`src/hdl/skts_pkg.sv`:
```
// ----------------------------------------------------------------------------
// skts_pkg
// shared types, codes and the microcode program of the sorted key table
// ----------------------------------------------------------------------------
`default_nettype none

package skts_pkg;

  localparam int DEF_TABLE_DEPTH = 64;
  localparam int DEF_VALUE_WIDTH = 16;

  localparam int ACTION_W   = 2;
  localparam int KEY_W      = 16;
  localparam int VALUE_IN_W = 16;
  localparam int STATUS_W   = 2;
  localparam int UPC_W      = 4;

  // action codes
  localparam logic [ACTION_W-1:0] ACT_CLEAR  = 2'd0;
  localparam logic [ACTION_W-1:0] ACT_ADD    = 2'd1;
  localparam logic [ACTION_W-1:0] ACT_SORT   = 2'd2;
  localparam logic [ACTION_W-1:0] ACT_LOOKUP = 2'd3;

  // status codes
  localparam logic [STATUS_W-1:0] ST_OK        = 2'd0;
  localparam logic [STATUS_W-1:0] ST_UNSORTED  = 2'd1;
  localparam logic [STATUS_W-1:0] ST_NOT_FOUND = 2'd2;
  localparam logic [STATUS_W-1:0] ST_FULL      = 2'd3;

  // microcode addresses
  localparam logic [UPC_W-1:0] U_CLEAR       = 4'd0;
  localparam logic [UPC_W-1:0] U_ADD         = 4'd1;
  localparam logic [UPC_W-1:0] U_SORT_INIT   = 4'd2;
  localparam logic [UPC_W-1:0] U_RD_I        = 4'd3;
  localparam logic [UPC_W-1:0] U_LATCH_I     = 4'd4;
  localparam logic [UPC_W-1:0] U_RD_JM1      = 4'd5;
  localparam logic [UPC_W-1:0] U_SHIFT       = 4'd6;
  localparam logic [UPC_W-1:0] U_PLACE       = 4'd7;
  localparam logic [UPC_W-1:0] U_SRCH_INIT   = 4'd8;
  localparam logic [UPC_W-1:0] U_PROBE       = 4'd9;
  localparam logic [UPC_W-1:0] U_COMPARE     = 4'd10;

  // datapath operations
  typedef enum logic [3:0] {
    OP_NOP,
    OP_CLEAR,
    OP_ADD,
    OP_SORT_INIT,
    OP_RD_I,
    OP_LATCH_I,
    OP_RD_JM1,
    OP_SHIFT,
    OP_PLACE,
    OP_SRCH_INIT,
    OP_PROBE,
    OP_COMPARE
  } dp_op_t;

  // jump conditions
  typedef enum logic [2:0] {
    C_NEVER,
    C_CNT_GT1,
    C_J_ZERO,
    C_KEY_GT,
    C_I_NEXT_LT,
    C_SORTED,
    C_LO_LT_HI,
    C_KEY_NE
  } cond_t;

  typedef struct packed {
    dp_op_t           op;
    cond_t            cond;
    logic [UPC_W-1:0] target;
    logic             last;
  } ctrl_t;

  function automatic ctrl_t uword(dp_op_t op, cond_t cond, logic [UPC_W-1:0] target,
                                  logic last);
    ctrl_t w;
    w.op     = op;
    w.cond   = cond;
    w.target = target;
    w.last   = last;
    return w;
  endfunction

  // control store: jump on condition, else finish on last, else fall through
  function automatic ctrl_t ucode_rom(logic [UPC_W-1:0] addr);
    ctrl_t w;
    case (addr)
      U_CLEAR:     w = uword(OP_CLEAR,     C_NEVER,     U_CLEAR,   1'b1);
      U_ADD:       w = uword(OP_ADD,       C_NEVER,     U_ADD,     1'b1);
      U_SORT_INIT: w = uword(OP_SORT_INIT, C_CNT_GT1,   U_RD_I,    1'b1);
      U_RD_I:      w = uword(OP_RD_I,      C_NEVER,     U_RD_I,    1'b0);
      U_LATCH_I:   w = uword(OP_LATCH_I,   C_NEVER,     U_LATCH_I, 1'b0);
      U_RD_JM1:    w = uword(OP_RD_JM1,    C_J_ZERO,    U_PLACE,   1'b0);
      U_SHIFT:     w = uword(OP_SHIFT,     C_KEY_GT,    U_RD_JM1,  1'b0);
      U_PLACE:     w = uword(OP_PLACE,     C_I_NEXT_LT, U_RD_I,    1'b1);
      U_SRCH_INIT: w = uword(OP_SRCH_INIT, C_SORTED,    U_PROBE,   1'b1);
      U_PROBE:     w = uword(OP_PROBE,     C_LO_LT_HI,  U_COMPARE, 1'b1);
      U_COMPARE:   w = uword(OP_COMPARE,   C_KEY_NE,    U_PROBE,   1'b1);
      default:     w = uword(OP_NOP,       C_NEVER,     U_CLEAR,   1'b1);
    endcase
    return w;
  endfunction

  function automatic logic [UPC_W-1:0] entry_addr(logic [ACTION_W-1:0] action);
    logic [UPC_W-1:0] a;
    unique case (action)
      ACT_CLEAR:  a = U_CLEAR;
      ACT_ADD:    a = U_ADD;
      ACT_SORT:   a = U_SORT_INIT;
      ACT_LOOKUP: a = U_SRCH_INIT;
      default:    a = U_CLEAR;
    endcase
    return a;
  endfunction

endpackage

`default_nettype wire

```
`src/hdl/skts_ram.sv`:
```
// ----------------------------------------------------------------------------
// skts_ram
// generic single write port, single read port ram with registered read data
// ----------------------------------------------------------------------------
`default_nettype none

module skts_ram #(
  parameter int WIDTH = 32,
  parameter int DEPTH = 64
) (
  input  wire logic                     clk,
  input  wire logic                     we,
  input  wire logic [$clog2(DEPTH)-1:0] waddr,
  input  wire logic [WIDTH-1:0]         wdata,
  input  wire logic [$clog2(DEPTH)-1:0] raddr,
  output logic      [WIDTH-1:0]         rdata
);

  logic [WIDTH-1:0] mem [DEPTH];

  always_ff @(posedge clk) begin
    if (we) begin
      mem[waddr] <= wdata;
    end
    rdata <= mem[raddr];
  end

endmodule

`default_nettype wire

```
`src/hdl/sorted_key_table_search_top.sv`:
```
// ----------------------------------------------------------------------------
// sorted_key_table_search_top
// Key to value table with clear, add, stable insertion sort and binary search
// lookup. One transaction goes in, one result transaction comes out. The
// table lives in one ram with a single read port and registered read data,
// and a small microcode program steps a plain datapath over it. A lookup
// probes at most floor(log2 n) + 1 entries for n entries; a sort reads each
// entry after the first and moves each larger neighbor before it up one place.
// Input is held off (in_stall) from acceptance until the result is in the
// output register; the output register itself may still be waiting on
// out_stall while the next transaction is accepted. A lookup before the
// first sort after a clear or add answers unsorted. No clearing pass is run:
// only entries below the fill count are ever read.
// ----------------------------------------------------------------------------
`default_nettype none

module sorted_key_table_search_top
  import skts_pkg::*;
#(
  parameter int TABLE_DEPTH = DEF_TABLE_DEPTH,
  parameter int VALUE_WIDTH = DEF_VALUE_WIDTH
) (
  input  wire logic                  clk,
  input  wire logic                  rst,
  // input transaction channel
  input  wire logic                  in_valid,
  output logic                       in_stall,
  input  wire logic [ACTION_W-1:0]   action,
  input  wire logic [KEY_W-1:0]      key,
  input  wire logic [VALUE_IN_W-1:0] value,
  // result transaction channel
  output logic                       out_valid,
  input  wire logic                  out_stall,
  output logic      [STATUS_W-1:0]   status,
  output logic      [VALUE_IN_W-1:0] found_value
);

  localparam int IW = $clog2(TABLE_DEPTH);       // entry index
  localparam int CW = $clog2(TABLE_DEPTH + 1);   // fill count, 0..depth
  localparam int EW = KEY_W + VALUE_WIDTH;       // ram word {key, value}

  // sequencer states
  typedef enum logic [2:0] {
    SQ_IDLE = 3'b001,
    SQ_RUN  = 3'b010,
    SQ_HOLD = 3'b100
  } sq_state_t;

  sq_state_t state, state_next;
  logic [UPC_W-1:0] upc, upc_next;
  ctrl_t            ctrl;
  logic             jump;

  // latched transaction
  logic [KEY_W-1:0]       key_r;
  logic [VALUE_WIDTH-1:0] val_r;
  logic [EW-1:0]          val_ext;

  // table bookkeeping
  logic [CW-1:0] count, count_next;
  logic          sorted, sorted_next;

  // sort registers: outer index, insert position, entry being inserted
  logic [CW-1:0]          i, i_next;
  logic [CW-1:0]          j, j_next;
  logic [KEY_W-1:0]       k_r, k_r_next;
  logic [VALUE_WIDTH-1:0] v_r, v_r_next;

  // search registers: hi_x is one past the upper bound
  logic [CW-1:0] lo, lo_next;
  logic [CW-1:0] hi_x, hi_x_next;
  logic [IW-1:0] mid_r, mid_r_next;

  // pending result
  logic [STATUS_W-1:0]   st, st_next;
  logic [VALUE_IN_W-1:0] fv, fv_next;
  logic                  out_valid_next;
  logic [STATUS_W-1:0]   status_next;
  logic [VALUE_IN_W-1:0] found_value_next;

  // ram port
  logic                   we;
  logic [IW-1:0]          waddr;
  logic [EW-1:0]          wdata;
  logic [IW-1:0]          raddr;
  logic [EW-1:0]          rdata;
  logic [KEY_W-1:0]       rd_key;
  logic [VALUE_WIDTH-1:0] rd_val;
  logic [EW-1:0]          rd_val_ext;

  // derived datapath values
  logic [CW-1:0] j_m1;
  logic [CW:0]   i_inc;
  logic [CW:0]   mid_sum;
  logic [CW:0]   mid_half;
  logic [IW-1:0] mid_c;
  logic          out_free;

  skts_ram #(
    .WIDTH (EW),
    .DEPTH (TABLE_DEPTH)
  ) u_ram (
    .clk   (clk),
    .we    (we),
    .waddr (waddr),
    .wdata (wdata),
    .raddr (raddr),
    .rdata (rdata)
  );

  assign in_stall = (state != SQ_IDLE);
  assign out_free = !out_valid || !out_stall;

  // value handle trimmed to the stored width, and widened back on the way out
  assign val_ext    = EW'(value);
  assign rd_key     = rdata[EW-1:VALUE_WIDTH];
  assign rd_val     = rdata[VALUE_WIDTH-1:0];
  assign rd_val_ext = {{VALUE_IN_W{1'b0}}, rd_val};

  assign j_m1     = j - CW'(1);
  assign i_inc    = {1'b0, i} + (CW+1)'(1);
  // midpoint floor((lo + hi) / 2) with hi = hi_x - 1, used only when lo < hi_x
  assign mid_sum  = {1'b0, lo} + {1'b0, hi_x} - (CW+1)'(1);
  assign mid_half = mid_sum >> 1;
  assign mid_c    = mid_half[IW-1:0];

  assign ctrl = ucode_rom(upc);

  // jump condition select
  always_comb begin
    case (ctrl.cond)
      C_NEVER:     jump = 1'b0;
      C_CNT_GT1:   jump = (count > CW'(1));
      C_J_ZERO:    jump = (j == '0);
      C_KEY_GT:    jump = (rd_key > k_r);
      C_I_NEXT_LT: jump = (i_inc < {1'b0, count});
      C_SORTED:    jump = sorted;
      C_LO_LT_HI:  jump = (lo < hi_x);
      C_KEY_NE:    jump = (rd_key != key_r);
      default:     jump = 1'b0;
    endcase
  end

  // sequencer and datapath
  always_comb begin
    state_next       = state;
    upc_next         = upc;
    count_next       = count;
    sorted_next      = sorted;
    i_next           = i;
    j_next           = j;
    k_r_next         = k_r;
    v_r_next         = v_r;
    lo_next          = lo;
    hi_x_next        = hi_x;
    mid_r_next       = mid_r;
    st_next          = st;
    fv_next          = fv;
    out_valid_next   = out_valid && out_stall;
    status_next      = status;
    found_value_next = found_value;
    we               = 1'b0;
    waddr            = count[IW-1:0];
    wdata            = {key_r, val_r};
    raddr            = i[IW-1:0];

    unique case (state)
      SQ_IDLE: begin
        if (in_valid) begin
          upc_next   = entry_addr(action);
          fv_next    = '0;
          state_next = SQ_RUN;
        end
      end

      SQ_RUN: begin
        unique case (ctrl.op)
          OP_NOP: begin
          end
          OP_CLEAR: begin
            count_next  = '0;
            sorted_next = 1'b0;
            st_next     = ST_OK;
          end
          OP_ADD: begin
            if (count == CW'(TABLE_DEPTH)) begin
              st_next = ST_FULL;
            end else begin
              we          = 1'b1;
              waddr       = count[IW-1:0];
              wdata       = {key_r, val_r};
              count_next  = count + CW'(1);
              sorted_next = 1'b0;
              st_next     = ST_OK;
            end
          end
          OP_SORT_INIT: begin
            i_next      = CW'(1);
            sorted_next = 1'b1;
            st_next     = ST_OK;
          end
          OP_RD_I: begin
            raddr = i[IW-1:0];
          end
          OP_LATCH_I: begin
            k_r_next = rd_key;
            v_r_next = rd_val;
            j_next   = i;
          end
          OP_RD_JM1: begin
            raddr = j_m1[IW-1:0];
          end
          OP_SHIFT: begin
            // larger neighbor moves up one place
            if (rd_key > k_r) begin
              we     = 1'b1;
              waddr  = j[IW-1:0];
              wdata  = rdata;
              j_next = j_m1;
            end
          end
          OP_PLACE: begin
            we     = 1'b1;
            waddr  = j[IW-1:0];
            wdata  = {k_r, v_r};
            i_next = i_inc[CW-1:0];
          end
          OP_SRCH_INIT: begin
            lo_next   = '0;
            hi_x_next = count;
            st_next   = ST_UNSORTED;
          end
          OP_PROBE: begin
            raddr      = mid_c;
            mid_r_next = mid_c;
            st_next    = ST_NOT_FOUND;
          end
          OP_COMPARE: begin
            if (key_r == rd_key) begin
              st_next = ST_OK;
              fv_next = rd_val_ext[VALUE_IN_W-1:0];
            end else if (key_r > rd_key) begin
              lo_next = CW'(mid_r) + CW'(1);
            end else begin
              hi_x_next = CW'(mid_r);
            end
          end
          default: begin
          end
        endcase

        if (jump) begin
          upc_next = ctrl.target;
        end else if (ctrl.last) begin
          if (out_free) begin
            out_valid_next   = 1'b1;
            status_next      = st_next;
            found_value_next = fv_next;
            state_next       = SQ_IDLE;
          end else begin
            state_next = SQ_HOLD;
          end
        end else begin
          upc_next = upc + UPC_W'(1);
        end
      end

      SQ_HOLD: begin
        // result done, output register still occupied
        if (out_free) begin
          out_valid_next   = 1'b1;
          status_next      = st;
          found_value_next = fv;
          state_next       = SQ_IDLE;
        end
      end

      default: begin
        state_next = SQ_IDLE;
      end
    endcase
  end

  always_ff @(posedge clk) begin
    if (rst) begin
      state     <= SQ_IDLE;
      upc       <= U_CLEAR;
      count     <= '0;
      sorted    <= 1'b0;
      out_valid <= 1'b0;
    end else begin
      state     <= state_next;
      upc       <= upc_next;
      count     <= count_next;
      sorted    <= sorted_next;
      out_valid <= out_valid_next;
    end
  end

  always_ff @(posedge clk) begin
    if (state == SQ_IDLE && in_valid) begin
      key_r <= key;
      val_r <= val_ext[VALUE_WIDTH-1:0];
    end
    i           <= i_next;
    j           <= j_next;
    k_r         <= k_r_next;
    v_r         <= v_r_next;
    lo          <= lo_next;
    hi_x        <= hi_x_next;
    mid_r       <= mid_r_next;
    st          <= st_next;
    fv          <= fv_next;
    status      <= status_next;
    found_value <= found_value_next;
  end

endmodule

`default_nettype wire

```
`config.mk`:
```
export PLATFORM = sky130hd
export DESIGN_NAME = sorted_key_table_search_top
export DESIGN_NICKNAME = d
export VERILOG_FILES = /design/src/hdl/skts_pkg.sv /design/src/hdl/skts_ram.sv /design/src/hdl/sorted_key_table_search_top.sv
export SDC_FILE = /design/constraint.sdc
export NUM_CORES = 2
export LEC_CHECK = 0
export ABC_AREA = 1
export BUFFER_PORTS_ARGS = -buffer_cell sky130_fd_sc_hd__buf_2
export CAP_MARGIN = 5
export CORE_ASPECT_RATIO = 1.2
export CORE_MARGIN = 4
export CORE_UTILIZATION = 55
export CTS_CLUSTER_SIZE = 30
export DETAILED_ROUTE_END_ITERATION = 6
export HOLD_SLACK_MARGIN = 0.12
export PLACE_DENSITY = 0.76
export SYNTH_ARGS = -nofsm -noshare
export SYNTH_HDL_FRONTEND = slang
export SYNTH_SLANG_ARGS = --single-unit
```
`constraint.sdc`:
```
create_clock -name clk -period 5.53 [get_ports clk]
set_input_delay 0.8295 -clock clk [delete_from_list [all_inputs] [get_ports clk]]
set_output_delay 0.8295 -clock clk [all_outputs]
set_load 0.05 [all_outputs]
```
==> flow_summary_export.csv <==
group,metric,value,unit
timing,setup-violations-final,0,
power,irDropWorstVdd,0.0003972,V
synth,synth.distinct_cells,46,
worst_setup_path,critical_path.most_common_cell,"nand3_1",
clock_network,h-tree-depth,4,
clock_network,cts_buffers,209,
clock_network,clock_path_buffers,3,
timing,final_hold_viol_count,0,
global_routing,grt_pass1_wl,392500,µm
worst_setup_path,r2r_cells,18,
synth,synth_area,97250,µm²
synth,yosysWarningCount,0,
clock_network,cts_tree,"yes",
global_routing,antenna_found_initial,12,
timing,timing.final.crit_share,81.54,%
detailed_routing,via_count,66920,
global_routing,grt_usage,28.15,%
run,cap_violations,0,
worst_setup_path,critPathSlowestCell,"buf_4",
finish,fin_area,107700,µm²
timing,worst_pin_slew,1.210,ns
timing,min_period,4.509,ns
timing,holdWs,0.1707,ns
hold_path,min_to,"key_r[13]$_DFFE_PP_",
timing,rsz0062_at_grt,"no",
power,powerDensity,324.5,nW/µm²
synth,synthArstFlopShare,0,%
die,dieArea,183600,µm²
die,die_h,468.6,µm
synth,ys_seq_area_share,68.59,%
detailed_routing,first_iter_violations,9243,
timing,fin_worst_skew,0.06057,ns
synth,synth_top_area_share,67.37,%
clock_network,clk_latency,0.89,ns
power,p_leak,40.81,nW
die,die_x,391.9,µm
finish,drive_gt1_share,7.745,%
die,ioPinCount,58,
detailed_routing,drcViolationCount,0,
global_routing,grt_pass1_vias,64850,
detailed_routing,wirelength,263000,µm
worst_setup_path,worst_setup_path_start_kind,"flip-flop",
timing,layout_setup_ws,1.021,ns
clock_network,cts_sinks,2241,
synth,synth_ff_type,"edfxtp_1",
status,status,"complete, no violations",
timing,maxSlewHeadroom,19.27,%
die,start_util,55.47,%
hold_path,holdPathStages,1,
worst_setup_path,r2r-end,"u_ram.rdata[10]$_DFF_P_",
worst_setup_path,cp-end-kind,"flip-flop",
placement,place_ws,1.193,ns
die,rows,168,
placement,gp_congestion,0.9168,
worst_setup_path,timing.rr.start,"lo[1]$_SDFFCE_PN0P_",
timing,setup-tns-final,0,ns
synth,synth_edf_count,2182,
hold_path,hold_path.startpoint,"key[13]",
placement,io_buffers,57,
global_routing,grt_max_degree,182,
detailed_routing,postRouteAntennaNets,0,
hold_path,hold_path.class,"in2reg",
clock_network,root_buffer,"clkbuf_16",
finish,finalNetCount,8603,
clock_network,clk_pin_slew_worst_paths,0.06,ns
synth,syn_inst,8586,
detailed_routing,wl_per_cell,23.96,µm
worst_setup_path,cp_num_buf_inv,6,
worst_setup_path,crit_chain,"inv_1, ha_1, inv_1, ha_1, inv_1, fa_1, inv_1, nand2_1, o211ai_2, o21ai_4, inv_8, buf_4, nand3_1, nand3_1, nand3_1, nand3_1, nand3_1, nand2_1",
clock_network,cts_resized,0,
global_routing,grt_overflow,0,
synth,synth_area_leaders,"edfxtp_1 (67%), nand3_1 (9.5%), nand2_1 (7.3%), nand3b_1 (4.0%), inv_1 (3.3%)",
timing,fmax,0.2218,GHz
worst_setup_path,r2r_slack,1.02,ns
synth,ys_ff_latch,2241,
worst_setup_path,critPathTopFamily,"buffers and inverters",
placement,placed_cell_area,100600,µm²
synth,syn_area_per_cell,11.33,µm²
worst_setup_path,max_stage_delay,0.65,ns
detailed_routing,drt_pre_antenna_iters,7,
detailed_routing,viasPerCell,6.096,
synth,syn_nets,8692,
worst_setup_path,cp.required,6.33,ns
clock_network,post-cts-setup-buffer-count,0,
die,coreArea,175300,µm²
synth,synth_top_area_cell,"edfxtp_1",
timing,finalMaxSlewViolations,0,
power,report.power.total,0.03496,W
worst_setup_path,path_class,"reg2reg",
worst_setup_path,worstPathArrival,5.31,ns
placement,dpl.hpwl,147100,µm
finish,syn_to_final_growth,10.79,%
worst_setup_path,cp_max_fo,78,
cell usage after synthesis (2+ instances only):
library cell     n
a211oi_1         2
a21o_1           4
a21oi_1         40
a21oi_2          2
a22o_1          30
a31oi_1          3
and3_1           3
buf_1           89
buf_2          362
buf_4            9
clkbuf_1        97
dfxtp_1         59
edfxtp_1      2182
ha_1            67
inv_1          856
inv_2            9
nand2_1       1887
nand2_2          2
nand3_1       1846
nand3b_1       514
nand4_1         10
nor2_1         154
nor2_2           3
nor2_4           2
nor3_1          16
nor3b_1          4
nor4_1           3
o211ai_1       196
o21ai_0         83
o21ai_1          4
o21ai_2          5
o22ai_1         15
xnor2_1          3
xor2_1          13
per-layer routing:
layer / vias up / GRT usage (%) / routed length (µm)
met5: - / 0 / 30
met2: 4323 / 45.92 / 125600
met3: 805 / 5.522 / 29220
met4: 4 / 15.09 / 14730
li1: 29790 / - / -
met1: 32000 / 35.83 / 93420
sequential cells by signal, summed over array words and instances (netlist names):
name	cells
count	7
ctrl	11
found_value	16
fv	16
hi_x	7
i	7
j	7
k_r	16
key_r	16
lo	7
mid_r	6
out_valid	1
sorted	1
st	2
state	3
status	2
u_ram.mem	2048
u_ram.rdata	32
upc	4
v_r	16
val_r	16
worst register-to-register path, stage by stage (launching register included):
cell,delay [ns]
edfxtp_1,0.35
inv_1,0.05
ha_1,0.30
inv_1,0.07
ha_1,0.17
inv_1,0.07
fa_1,0.49
inv_1,0.13
nand2_1,0.08
o211ai_2,0.09
o21ai_4,0.25
inv_8,0.64
buf_4,0.67
nand3_1,0.23
nand3_1,0.14
nand3_1,0.16
nand3_1,0.14
nand3_1,0.30
nand2_1,0.18
stage by stage:
step	cells	utilization, %
after detailed placement	10560	57.41
after global routing	10980	61.46
after floorplan	8586	-
after CTS	10970	61.45
after global placement	10560	57.41
final	10980	61.46
power breakdown:
group | total [W] | switching [W] | internal [W] | leakage (nW)
combinational | 0.00152 | 0.00122 | 0.000300 | 17.4
sequential | 0.0191 | 0.0000708 | 0.0190 | 20.1
clock | 0.0144 | 0.00638 | 0.00800 | 3.34
worst max path at each step:
stage / start / end / slack (ns) / depth (start not counted)
after global placement: lo[1]$_SDFFCE_PN0P_ / u_ram.rdata[10]$_DFF_P_ / 1.24 / 18
after detailed placement: lo[1]$_SDFFCE_PN0P_ / u_ram.rdata[10]$_DFF_P_ / 1.19 / 18
after CTS: lo[1]$_SDFFCE_PN0P_ / u_ram.rdata[10]$_DFF_P_ / 1.17 / 18
final: lo[1]$_SDFFCE_PN0P_ / u_ram.rdata[10]$_DFF_P_ / 1.02 / 18
after global routing: lo[1]$_SDFFCE_PN0P_ / u_ram.rdata[10]$_DFF_P_ / 0.81 / 18
after floorplan: k_r[15]$_DFFE_PP_ / u_ram.mem[0][16]$_DFFE_PP_ / 0.80 / 9
kinds of logic after synthesis:
kind of cell    share of synthesized area [%]
compound gates                          2.729
xor+xnor                               0.1441
fa+ha+maj                              0.8826
buf+inv                                 6.004
flops                                   68.59
mux                                   0.01029
simple gates                            21.64
placed cells by master (no fill, tap or decap), drive strengths merged, types with 23 or more instances in the layout:
cell	n
nand3b	514
edfxtp	2182
clkinv	99
dfxtp	59
buf	235
a22o	30
dlygate4sd3	23
nor2	159
o211ai	198
clkbuf	258
ha	67
nand3	1846
nand2	1890
a21oi	42
inv	873
o21ai	93
repair_timing:
| item | in CTS | in global routing |
|---|---|---|
| hold buffers | 23 | 0 |
| endpoints found under the setup margin | 0 | 0 |
| hold endpoints to repair | 23 | 0 |
cell type report:
cell class	count	area [µm²]
fill	12960	67560
inverter	866	3271
antenna	5	12.51
tap	2295	2872
clock inverter	133	1406
multi-input combinational	4921	25500
timing repair buffer	258	2527
sequential	2241	66700
clock buffer	258	5454
Power figures use the tool's default switching activity.
